==> src/design/risl_pkg.sv <==
// shared types and fixed widths of the rotated image source lookup
// no dependencies; imported by every module of the block
package risl_pkg;

  localparam int COEF_W     = 16;
  localparam int POS_W      = 13;
  localparam int DIM_REG_W  = 13;
  localparam int COORD_W    = 12;
  localparam int IDX_W      = 24;
  localparam int CFG_IDX_W  = 3;
  localparam int CFG_DATA_W = 16;

  // offset, product and sum widths of the rotation datapath
  localparam int OFF_W  = COORD_W + 2;
  localparam int PROD_W = OFF_W + COEF_W;
  localparam int SUM_W  = PROD_W + 1;

  // register indexes
  typedef enum logic [CFG_IDX_W-1:0] {
    REG_COS_COEF     = 3'd0,
    REG_SIN_COEF     = 3'd1,
    REG_PIVOT_X      = 3'd2,
    REG_PIVOT_Y      = 3'd3,
    REG_IMAGE_LEFT   = 3'd4,
    REG_IMAGE_TOP    = 3'd5,
    REG_IMAGE_WIDTH  = 3'd6,
    REG_IMAGE_HEIGHT = 3'd7
  } risl_reg_t;

  // reset values
  localparam logic [COEF_W-1:0]    COS_RESET  = 16'd16384;
  localparam logic [COEF_W-1:0]    SIN_RESET  = 16'd0;
  localparam logic [POS_W-1:0]     POS_RESET  = 13'd0;
  localparam logic [DIM_REG_W-1:0] DIM_RESET  = 13'd1;

  typedef struct packed {
    logic signed [COEF_W-1:0] cos_coef;
    logic signed [COEF_W-1:0] sin_coef;
    logic signed [POS_W-1:0]  pivot_x;
    logic signed [POS_W-1:0]  pivot_y;
    logic signed [POS_W-1:0]  image_left;
    logic signed [POS_W-1:0]  image_top;
    logic [DIM_REG_W-1:0]     image_width;
    logic [DIM_REG_W-1:0]     image_height;
  } risl_cfg_t;

  typedef struct packed {
    logic [COORD_W-1:0] dest_x;
    logic [COORD_W-1:0] dest_y;
  } risl_in_t;

  typedef struct packed {
    logic [IDX_W-1:0] source_index;
    logic             hit;
  } risl_out_t;

endpackage

==> src/design/risl_cfg.sv <==
// configuration register file with image size clamping
// depends on risl_pkg
module risl_cfg #(
  parameter int MAX_DIM = 4096,
  localparam int DIM_W = $clog2(MAX_DIM + 1)
) (
  input  logic                                clk,
  input  logic                                rst_n,
  input  logic                                cfg_we,
  input  logic [risl_pkg::CFG_IDX_W-1:0]      cfg_index,
  input  logic [risl_pkg::CFG_DATA_W-1:0]     cfg_data,
  output risl_pkg::risl_cfg_t                 cfg,
  output logic [DIM_W-1:0]                    width_clamped,
  output logic [DIM_W-1:0]                    height_clamped
);
  import risl_pkg::*;

  localparam int unsigned MAXD = MAX_DIM;

  risl_cfg_t cfg_r;

  // register writes
  always_ff @(posedge clk) begin
    if (!rst_n) begin
      cfg_r.cos_coef     <= COS_RESET;
      cfg_r.sin_coef     <= SIN_RESET;
      cfg_r.pivot_x      <= POS_RESET;
      cfg_r.pivot_y      <= POS_RESET;
      cfg_r.image_left   <= POS_RESET;
      cfg_r.image_top    <= POS_RESET;
      cfg_r.image_width  <= DIM_RESET;
      cfg_r.image_height <= DIM_RESET;
    end else if (cfg_we) begin
      case (risl_reg_t'(cfg_index))
        REG_COS_COEF:     cfg_r.cos_coef     <= cfg_data;
        REG_SIN_COEF:     cfg_r.sin_coef     <= cfg_data;
        REG_PIVOT_X:      cfg_r.pivot_x      <= cfg_data[POS_W-1:0];
        REG_PIVOT_Y:      cfg_r.pivot_y      <= cfg_data[POS_W-1:0];
        REG_IMAGE_LEFT:   cfg_r.image_left   <= cfg_data[POS_W-1:0];
        REG_IMAGE_TOP:    cfg_r.image_top    <= cfg_data[POS_W-1:0];
        REG_IMAGE_WIDTH:  cfg_r.image_width  <= cfg_data[DIM_REG_W-1:0];
        REG_IMAGE_HEIGHT: cfg_r.image_height <= cfg_data[DIM_REG_W-1:0];
        default: ;
      endcase
    end
  end

  assign cfg = cfg_r;

  // sizes saturate at the largest supported dimension
  assign width_clamped  = (32'(cfg_r.image_width) > MAXD) ?
                          DIM_W'(MAXD) : DIM_W'(cfg_r.image_width);
  assign height_clamped = (32'(cfg_r.image_height) > MAXD) ?
                          DIM_W'(MAXD) : DIM_W'(cfg_r.image_height);

endmodule

==> src/design/risl_rotate.sv <==
// pivot offset, coefficient products and rotation sums (three stages)
// depends on risl_pkg
module risl_rotate (
  input  logic                                  clk,
  input  logic                                  rst_n,
  input  logic                                  in_valid,
  output logic                                  in_ready,
  input  risl_pkg::risl_in_t                    in_data,
  input  risl_pkg::risl_cfg_t                   cfg,
  output logic                                  sum_valid,
  input  logic                                  sum_ready,
  output logic signed [risl_pkg::SUM_W-1:0]     sum_x,
  output logic signed [risl_pkg::SUM_W-1:0]     sum_y
);
  import risl_pkg::*;

  logic s1_valid_r, s2_valid_r, s3_valid_r;
  logic s1_ready, s2_ready, s3_ready;

  logic signed [OFF_W-1:0]  dx_r, dy_r, dx_nxt, dy_nxt;
  logic signed [PROD_W-1:0] p_xc_r, p_ys_r, p_yc_r, p_xs_r;
  logic signed [PROD_W-1:0] p_xc_nxt, p_ys_nxt, p_yc_nxt, p_xs_nxt;
  logic signed [SUM_W-1:0]  sx_r, sy_r, sx_nxt, sy_nxt;

  // a stage takes a new item when empty or when its item moves on
  assign s3_ready = !s3_valid_r || sum_ready;
  assign s2_ready = !s2_valid_r || s3_ready;
  assign s1_ready = !s1_valid_r || s2_ready;
  assign in_ready = s1_ready;

  // stage 1: offset from the pivot
  assign dx_nxt = $signed({2'b00, in_data.dest_x}) - OFF_W'($signed(cfg.pivot_x));
  assign dy_nxt = $signed({2'b00, in_data.dest_y}) - OFF_W'($signed(cfg.pivot_y));

  // stage 2: four coefficient products
  assign p_xc_nxt = dx_r * $signed(cfg.cos_coef);
  assign p_ys_nxt = dy_r * $signed(cfg.sin_coef);
  assign p_yc_nxt = dy_r * $signed(cfg.cos_coef);
  assign p_xs_nxt = dx_r * $signed(cfg.sin_coef);

  // stage 3: rotation sums
  assign sx_nxt = SUM_W'(p_xc_r) + SUM_W'(p_ys_r);
  assign sy_nxt = SUM_W'(p_yc_r) - SUM_W'(p_xs_r);

  // valid bits
  always_ff @(posedge clk) begin
    if (!rst_n) begin
      s1_valid_r <= 1'b0;
      s2_valid_r <= 1'b0;
      s3_valid_r <= 1'b0;
    end else begin
      if (s1_ready) s1_valid_r <= in_valid;
      if (s2_ready) s2_valid_r <= s1_valid_r;
      if (s3_ready) s3_valid_r <= s2_valid_r;
    end
  end

  // payload registers
  always_ff @(posedge clk) begin
    if (in_valid && s1_ready) begin
      dx_r <= dx_nxt;
      dy_r <= dy_nxt;
    end
    if (s1_valid_r && s2_ready) begin
      p_xc_r <= p_xc_nxt;
      p_ys_r <= p_ys_nxt;
      p_yc_r <= p_yc_nxt;
      p_xs_r <= p_xs_nxt;
    end
    if (s2_valid_r && s3_ready) begin
      sx_r <= sx_nxt;
      sy_r <= sy_nxt;
    end
  end

  assign sum_valid = s3_valid_r;
  assign sum_x     = sx_r;
  assign sum_y     = sy_r;

endmodule

==> src/design/risl_place.sv <==
// truncating scale, image bounds test and row-major index (three stages)
// depends on risl_pkg
module risl_place #(
  parameter int MAX_DIM        = 4096,
  parameter int COEF_FRAC_BITS = 14,
  localparam int DIM_W = $clog2(MAX_DIM + 1)
) (
  input  logic                                  clk,
  input  logic                                  rst_n,
  input  logic                                  sum_valid,
  output logic                                  sum_ready,
  input  logic signed [risl_pkg::SUM_W-1:0]     sum_x,
  input  logic signed [risl_pkg::SUM_W-1:0]     sum_y,
  input  risl_pkg::risl_cfg_t                   cfg,
  input  logic [DIM_W-1:0]                      width_clamped,
  input  logic [DIM_W-1:0]                      height_clamped,
  output logic                                  out_valid,
  input  logic                                  out_ready,
  output risl_pkg::risl_out_t                   out_data
);
  import risl_pkg::*;

  localparam int Q_W   = SUM_W - COEF_FRAC_BITS;
  localparam int S_W   = ((Q_W > POS_W) ? Q_W : POS_W) + 1;
  localparam int OX_W  = S_W + 1;
  localparam int CMP_W = ((OX_W - 1) > DIM_W) ? (OX_W - 1) : DIM_W;
  localparam int P_W   = 2 * DIM_W;
  localparam int IW    = ((P_W + 1) > IDX_W) ? (P_W + 1) : IDX_W;
  localparam logic [SUM_W-1:0] BIAS = SUM_W'((64'd1 << COEF_FRAC_BITS) - 64'd1);

  logic s4_valid_r, s5_valid_r, s6_valid_r;
  logic s4_ready, s5_ready, s6_ready;

  logic signed [SUM_W-1:0] tx, ty, shx, shy;
  logic signed [Q_W-1:0]   qx, qy;
  logic signed [POS_W:0]   off_x, off_y;
  logic signed [OX_W-1:0]  ox_r, oy_r, ox_nxt, oy_nxt;
  logic                    hit_r, hit_nxt;
  logic [P_W-1:0]          prod_r, prod_nxt;
  logic [DIM_W-1:0]        oxl_r;
  logic [IW-1:0]           idx_sum;
  risl_out_t               out_r, out_nxt;

  assign s6_ready  = !s6_valid_r || out_ready;
  assign s5_ready  = !s5_valid_r || s6_ready;
  assign s4_ready  = !s4_valid_r || s5_ready;
  assign sum_ready = s4_ready;

  // stage 4: divide by the coefficient scale toward zero, then move into image space
  assign tx  = sum_x + (sum_x[SUM_W-1] ? $signed(BIAS) : $signed(SUM_W'(0)));
  assign ty  = sum_y + (sum_y[SUM_W-1] ? $signed(BIAS) : $signed(SUM_W'(0)));
  assign shx = tx >>> COEF_FRAC_BITS;
  assign shy = ty >>> COEF_FRAC_BITS;
  assign qx  = shx[Q_W-1:0];
  assign qy  = shy[Q_W-1:0];
  // pivot minus image corner folds both additions into one
  assign off_x  = (POS_W+1)'($signed(cfg.pivot_x)) - (POS_W+1)'($signed(cfg.image_left));
  assign off_y  = (POS_W+1)'($signed(cfg.pivot_y)) - (POS_W+1)'($signed(cfg.image_top));
  assign ox_nxt = OX_W'(qx) + OX_W'(off_x);
  assign oy_nxt = OX_W'(qy) + OX_W'(off_y);

  // stage 5: bounds test and row offset product
  assign hit_nxt = !ox_r[OX_W-1] && !oy_r[OX_W-1] &&
                   (CMP_W'(ox_r[OX_W-2:0]) < CMP_W'(width_clamped)) &&
                   (CMP_W'(oy_r[OX_W-2:0]) < CMP_W'(height_clamped));
  assign prod_nxt = oy_r[DIM_W-1:0] * width_clamped;

  // stage 6: index, zero on a miss
  assign idx_sum              = IW'(prod_r) + IW'(oxl_r);
  assign out_nxt.hit          = hit_r;
  assign out_nxt.source_index = hit_r ? idx_sum[IDX_W-1:0] : '0;

  // valid bits
  always_ff @(posedge clk) begin
    if (!rst_n) begin
      s4_valid_r <= 1'b0;
      s5_valid_r <= 1'b0;
      s6_valid_r <= 1'b0;
    end else begin
      if (s4_ready) s4_valid_r <= sum_valid;
      if (s5_ready) s5_valid_r <= s4_valid_r;
      if (s6_ready) s6_valid_r <= s5_valid_r;
    end
  end

  // payload registers
  always_ff @(posedge clk) begin
    if (sum_valid && s4_ready) begin
      ox_r <= ox_nxt;
      oy_r <= oy_nxt;
    end
    if (s4_valid_r && s5_ready) begin
      hit_r  <= hit_nxt;
      prod_r <= prod_nxt;
      oxl_r  <= ox_r[DIM_W-1:0];
    end
    if (s5_valid_r && s6_ready) begin
      out_r <= out_nxt;
    end
  end

  assign out_valid = s6_valid_r;
  assign out_data  = out_r;

endmodule

==> src/design/rotated_image_source_lookup.sv <==
// Rotated image source lookup. Takes one destination pixel (dest_x, dest_y) per
// clock while in_ready is high and returns the row-major index of the image pixel
// that rotates onto it, with hit high when that source point lies inside the
// placed image (index is zero on a miss). It is a six-stage pipeline: pivot
// offset, four coefficient products, rotation sums, truncating scale with the
// shift to image space, bounds test with the row multiply, and the index add.
// Throughput is one transfer per clock unless stalled; the product stage holds one
// 14x16 multiplier per term. Each stage stalls on its own, so a held output only
// stops the items behind it as they catch up. The user must see that configuration
// is written through cfg_we/cfg_index/cfg_data only while no item is in flight; the block does not enforce it.
// depends on risl_pkg, risl_cfg, risl_rotate, risl_place
module rotated_image_source_lookup #(
  parameter int MAX_DIM        = 4096,
  parameter int COEF_FRAC_BITS = 14
) (
  input  logic                             clk,
  input  logic                             rst_n,
  input  logic                             in_valid,
  output logic                             in_ready,
  input  risl_pkg::risl_in_t               in_data,
  output logic                             out_valid,
  input  logic                             out_ready,
  output risl_pkg::risl_out_t              out_data,
  input  logic                             cfg_we,
  input  logic [risl_pkg::CFG_IDX_W-1:0]   cfg_index,
  input  logic [risl_pkg::CFG_DATA_W-1:0]  cfg_data
);
  import risl_pkg::*;

  localparam int DIM_W = $clog2(MAX_DIM + 1);

  risl_cfg_t               cfg;
  logic [DIM_W-1:0]        width_clamped, height_clamped;
  logic                    sum_valid, sum_ready;
  logic signed [SUM_W-1:0] sum_x, sum_y;

  // configuration registers
  risl_cfg #(.MAX_DIM(MAX_DIM)) u_cfg (
    .clk            (clk),
    .rst_n          (rst_n),
    .cfg_we         (cfg_we),
    .cfg_index      (cfg_index),
    .cfg_data       (cfg_data),
    .cfg            (cfg),
    .width_clamped  (width_clamped),
    .height_clamped (height_clamped)
  );

  // front half: rotation
  risl_rotate u_rotate (
    .clk       (clk),
    .rst_n     (rst_n),
    .in_valid  (in_valid),
    .in_ready  (in_ready),
    .in_data   (in_data),
    .cfg       (cfg),
    .sum_valid (sum_valid),
    .sum_ready (sum_ready),
    .sum_x     (sum_x),
    .sum_y     (sum_y)
  );

  // back half: placement and index
  risl_place #(
    .MAX_DIM        (MAX_DIM),
    .COEF_FRAC_BITS (COEF_FRAC_BITS)
  ) u_place (
    .clk            (clk),
    .rst_n          (rst_n),
    .sum_valid      (sum_valid),
    .sum_ready      (sum_ready),
    .sum_x          (sum_x),
    .sum_y          (sum_y),
    .cfg            (cfg),
    .width_clamped  (width_clamped),
    .height_clamped (height_clamped),
    .out_valid      (out_valid),
    .out_ready      (out_ready),
    .out_data       (out_data)
  );

endmodule

==> config.mk <==
export PLATFORM = sky130hd
export DESIGN_NAME = rotated_image_source_lookup
export DESIGN_NICKNAME = d
export VERILOG_FILES = /design/src/design/risl_pkg.sv /design/src/design/risl_cfg.sv /design/src/design/risl_rotate.sv /design/src/design/risl_place.sv /design/src/design/rotated_image_source_lookup.sv
export SDC_FILE = /design/constraint.sdc
export NUM_CORES = 2
export LEC_CHECK = 0
export BUFFER_PORTS_ARGS = -buffer_cell sky130_fd_sc_hd__buf_2
export CORE_MARGIN = 1.5
export CORE_UTILIZATION = 25
export DETAILED_ROUTE_END_ITERATION = 12
export HOLD_SLACK_MARGIN = 0.08
export PLACE_DENSITY = 0.45
export SYNTH_ARGS = -nofsm -noshare
export SYNTH_HDL_FRONTEND = slang
export SYNTH_HIERARCHICAL = 1
export SYNTH_SLANG_ARGS = --single-unit
==> constraint.sdc <==
create_clock -name clk -period 14.8 [get_ports clk]
set_input_delay 2.96 -clock clk [delete_from_list [all_inputs] [get_ports clk]]
set_output_delay 2.96 -clock clk [all_outputs]
set_load 0.05 [all_outputs]
### Word level (Yosys, flattened, before mapping)

Index checks and enable logic that the tools add are counted.

* $add $sub $neg: 11
* $mul: 5
* $lt $le $gt $ge: 4
* eq/ne operators: 7
* multiplexer cells: 4
* reduce and logical (&&, ||, !) cells: 32

Operators by type and width (count)
* multiplier 14 x 16 -> 30 bit: 4
* adder 31 x 15 -> 31 bit: 2
* subtractor 13 x 13 -> 14 bit: 4
* adder 17 x 14 -> 18 bit: 2
* < comparator 18 x 13 -> 1 bit: 2
* adder 30 x 30 -> 31 bit: 1
* subtractor 30 x 30 -> 31 bit: 1
* two-way mux 14 bit: 2
* > comparator 13 bit, second input constant: 2
* two-way mux 13 bit: 2
* adder 24 x 13 -> 24 bit: 1
* multiplier 13 x 13 -> 24 bit: 1
* AND reduction 2 bit: 8
* equality test 3 bit, second input constant: 4
* logical AND 1 bit: 9
* logical NOT 1 bit: 8
* equality test 3 x 2 -> 1 bit, second input constant: 2
* logical OR 1 bit: 6
* equality test 3 x 1 -> 1 bit, second input constant: 1
* logical NOT 3 bit: 1

* register bits: 427
* bits of input ports: 48
* output and inout bits: 27

### Longest topological paths before layout

* word-level depth: 8
* depth in mapped cells: 26

### Modules after synthesis

The synthesis kept the hierarchy.

By module, submodules not included
* risl_rotate: times used 1, cells an instance 4540, area each 43979.7 um^2, sequential area each 6366.1 um^2
* risl_place: times used 1, cells an instance 1445, area each 13618.1 um^2, sequential area each 3032.9 um^2
* risl_cfg: times used 1, cells an instance 414, area each 4200.3 um^2, sequential area each 2202.1 um^2

### Worst setup path after synthesis

OpenSTA, ideal clock, no wires.

* path type: input to register
* start: input port out_ready
* end: register u_rotate.p_xc_r[0], enable pin
* arrival time: 11.910 ns
* data required time: 14.018 ns
* slack: 2.108 ns
* cell stages on the path: 4
* buffers on the path: 0
* path through: nor2b_1 -> nand3_1 -> nor2b_1 -> a21boi_0

* cells in the longest elaborated chain, start to end: 6

RTL lines
* from (decl): line rotated_image_source_lookup.sv:22 `input logic out_ready,`
* logical OR 1 bit: line risl_place.sv:44 `assign s6_ready = !s6_valid_r || out_ready;`
* logical OR 1 bit: line risl_place.sv:45 `assign s5_ready = !s5_valid_r || s6_ready;`
* logical OR 1 bit: line risl_place.sv:46 `assign s4_ready = !s4_valid_r || s5_ready;`
* named net sum_ready: line rotated_image_source_lookup.sv:34 `logic sum_valid, sum_ready;`
* logical OR 1 bit: line risl_rotate.sv:26 `assign s3_ready = !s3_valid_r || sum_ready;`
* logical OR 1 bit: line risl_rotate.sv:27 `assign s2_ready = !s2_valid_r || s3_ready;`
* logical AND 1 bit: line risl_rotate.sv:64 `if (s1_valid_r && s2_ready) begin`
* to (signal assigned): line risl_rotate.sv:65 `p_xc_r <= p_xc_nxt;`
* to (decl): line risl_rotate.sv:21 `logic signed [PROD_W-1:0] p_xc_r, p_ys_r, p_yc_r, p_xs_r;`

The timed path passes the listed nets, and every way through them passes these cells.
A chain may end at the register's enable or synchronous reset.

### Worst setup path after layout

* start: input port out_ready
* end: output port in_ready

* cells in the longest elaborated chain, start to end: 6

RTL lines
* logical OR 1 bit: line risl_place.sv:44
* logical OR 1 bit: line risl_place.sv:45
* logical OR 1 bit: line risl_place.sv:46
* named net sum_ready: line rotated_image_source_lookup.sv:34
* logical OR 1 bit: line risl_rotate.sv:26
* logical OR 1 bit: line risl_rotate.sv:27
* logical OR 1 bit: line risl_rotate.sv:28 `assign s1_ready = !s1_valid_r || s2_ready;`
* to (decl): line rotated_image_source_lookup.sv:19 `output logic in_ready,`

The timed path passes the listed nets, and every way through them passes these cells.

==> qor.yml <==
logic_synthesis:
  synth_nets: 8011
  synth_seq_cells: 425
  postSynthAreaPerCell_um2: 9.66
  synth-async-reset-ratio: 0
  synth-main-ff-cell: "edfxtp_1"
  yosysWarnings: 6
  syn_area_mm2: 0.0618
  synth-edff-count: 309
  netlist_instances: 6399
  synth_cell_type_count: 82
  ys_seq_area_frac: 0.188
placed_design:
  place_inst: 9532
  portBuffers: 74
  gp_congestion: 0.792
  dp_hpwl_um: 131000
global_routing:
  antenna_found_initial: 8
  grt_pass1_vias: 44800
  grt.total_usage: 0.137
  grt_pass1_wl_um: 267000
  grt_overflow_total: 0
  grt_max_degree: 121
die:
  fp-row-count: 182
  dieWidth_um: 500
  ios: 75
  die_height_um: 500
  initial_core_util: 0.251
  core_area_mm2: 0.246
  die_area_mm2: 0.250
final_layout:
  utilization: 0.276
  fin_cells: 9636
  fin_nets: 7980
  fill_cells: 26000
  area_delta_synth_final_pct: 9.66
  area.sequential_mm2: 0.0116
  multi_input_area_mm2: 0.0442
  drive_gt1_frac: 0.0432
power_and_ir_drop:
  combPwrFrac: 0.460
  switching_share: 0.402
  internal_power_mw: 3.27
  p_seq_frac: 0.287
  power.leakage_nw: 32.4
  pwr-share-clk: 0.253
  ir_drop_mv: 0.0955
  switchingPower_mw: 2.20
  p_per_area_mw_per_mm2: 80.7
sta:
  setup_viol: 0
  holdWs_ns: 0.449
  period_share: 0.540
  finalHoldViolCount: 0
  setup_tns_ns: 0
  fmax_mhz: 125
  clock_skew_ns: 0.0386
  relSlewSlack: 0.203
  tightestPinTransition_ns: 1.19
  maxSlewViolCount: 0
  fin_crit_ns: 7.99
  rsz0062_at_grt: "no"
clock_network:
  cts_resized: 0
  clkTransAtPathRegs_ns: 0.06
  cts-root-buf: "clkbuf_16"
  clk_latency_ns: 0.69
  cts_tree: "yes"
  cts.sinks: 425
  postCtsHoldBufs: 0
  numCtsBuffers: 54
  clock_path_buffers: 3
  cts_setup_buffers: 0
  h-tree-depth: 2
critical_path:
  critPathKind: "in -> out"
  arrival_ns: 5.03
  path_max_fanout: 6
  required_ns: 11.84
  startpoint_type: "primary input"
  end_kind: "primary output"
run:
  maxCapViolCount: 0
routing:
  vias: 42300
  ant_nets: 0
  drc: 0
  drt_iter0_markers: 1955
  first_pass_iters: 5
  finalWirelength_um: 169000
  wire_per_inst_um: 17.6
  vias_per_cell: 4.39
min_path:
  min_path_type: "reg -> reg"
status:
  status: "finished clean"
Yosys cell counts, types with 40 or more instances:
cell / number / area share
nor2b_1: 73 / 0.0074
o21ai_0: 114 / 0.0092
ha_1: 529 / 0.11
inv_1: 1356 / 0.082
nor2_1: 192 / 0.012
nand2b_1: 40 / 0.0040
mux2i_1: 110 / 0.018
clkbuf_1: 218 / 0.013
o21a_1: 49 / 0.0060
nand3_1: 57 / 0.0046
and2_1: 583 / 0.059
xnor2_1: 220 / 0.031
nand2_1: 658 / 0.040
xor2_1: 82 / 0.012
a21o_1: 111 / 0.013
a21oi_1: 199 / 0.016
edfxtp_1: 309 / 0.15
dfxtp_1: 116 / 0.038
fa_1: 1035 / 0.34
routing by layer:
metal	up-vias	share of wire	global-route usage
met5	-	0.000071	0
met4	2	0.019	0.0272
met3	137	0.030	0.0115
met2	636	0.49	0.242
met1	21800	0.46	0.183
li1	19700	-	-
flip-flops by register name, summed over array words and instances (netlist names), 18 cells and up:
register	cells
u_place/out_data	25
u_rotate/sum_y	31
u_rotate/p_yc_r	30
u_place/oy_r	18
u_rotate/p_xc_r	30
u_rotate/p_xs_r	30
u_place/prod_r	24
u_rotate/sum_x	31
u_rotate/p_ys_r	30
u_cfg/cfg	110
u_place/ox_r	18
cells by family (layout without fill, tap and decap cells):
logic type                 after synthesis  in the layout  share of synthesized area
and+or+nand+nor                       1725           1725                      0.140
buffers and inverters                 1598           1612                     0.0976
adders and majority gates             1564           1564                      0.442
AOI/OAI and AO/OA                      674            674                     0.0717
DFF                                    425            425                      0.188
xor gates and xnor gates               302            302                     0.0428
muxes                                  111            111                     0.0180
other                                    0              3                          0
per-stage QoR:
step / setup WS [ns] / power, mW / area, µm²
floorplan: 2.11 / 3.38 / 61800
global placement: 6.82 / 4.12 / 66000
detailed placement: 6.76 / 4.14 / 66000
CTS: 6.76 / 5.57 / 67800
global route: 6.61 / 5.91 / 67800
finish: 6.81 / 5.47 / 67800
worst max-delay path, cell delays in order:
cell and delay, ns:
buf_2 0.10, nor2b_1 0.53, nand3_1 0.18, nor2b_1 0.68, nand3_1 0.28, buf_2 0.29
power groups by stage:
stage               combinational (mW)  sequential, mW  clock, mW
floorplan                         1.82            1.55          0
global placement                  2.53            1.60          0
detailed placement                2.54            1.60          0
CTS                               2.56            1.57       1.43
global route                      2.86            1.58       1.47
finish                            2.51            1.57       1.39
layout by cell type, fill, tap and decap left out, types with 110 or more instances in the layout:
cell type  Yosys  routed
xnor2_1      220     220
a21oi_1      199     199
nor2_1       192     192
dfxtp_1      116     113
ha_1         529     529
and2_1       583     583
inv_1       1356    1356
o21ai_0      114     114
fa_1        1035    1035
a21o_1       111     111
mux2i_1      110     110
nand2_1      658     658
edfxtp_1     309     309
path summary, 6_finish.rpt:
path | startpoint | end | slack [ns] | depth (start not counted)
min | u_place/ox_r[0]$_DFFE_PP_ | u_place/oxl_r[0]$_DFFE_PP_ | 0.45 | 0
max reg2reg | u_rotate/dx_r[13]$_DFFE_PP_ | u_rotate/p_xc_r[28]$_DFFE_PP_ | 7.33 | 22
max | out_ready | in_ready | 6.81 | 6
min reg2reg | u_place/ox_r[0]$_DFFE_PP_ | u_place/oxl_r[0]$_DFFE_PP_ | 0.45 | 0
area by class of cell:
type / count / area share
Inverter: 1356 / 0.0751
Antenna cell: 3 / 0.000111
Clock buffer: 68 / 0.0213
Tap cell: 3220 / 0.0595
Sequential cell: 425 / 0.171
Clock inverter: 33 / 0.00535
Multi-Input combinational cell: 4376 / 0.653
Timing Repair Buffer: 155 / 0.0147
Note: power is estimated with default switching activity, not from simulation.
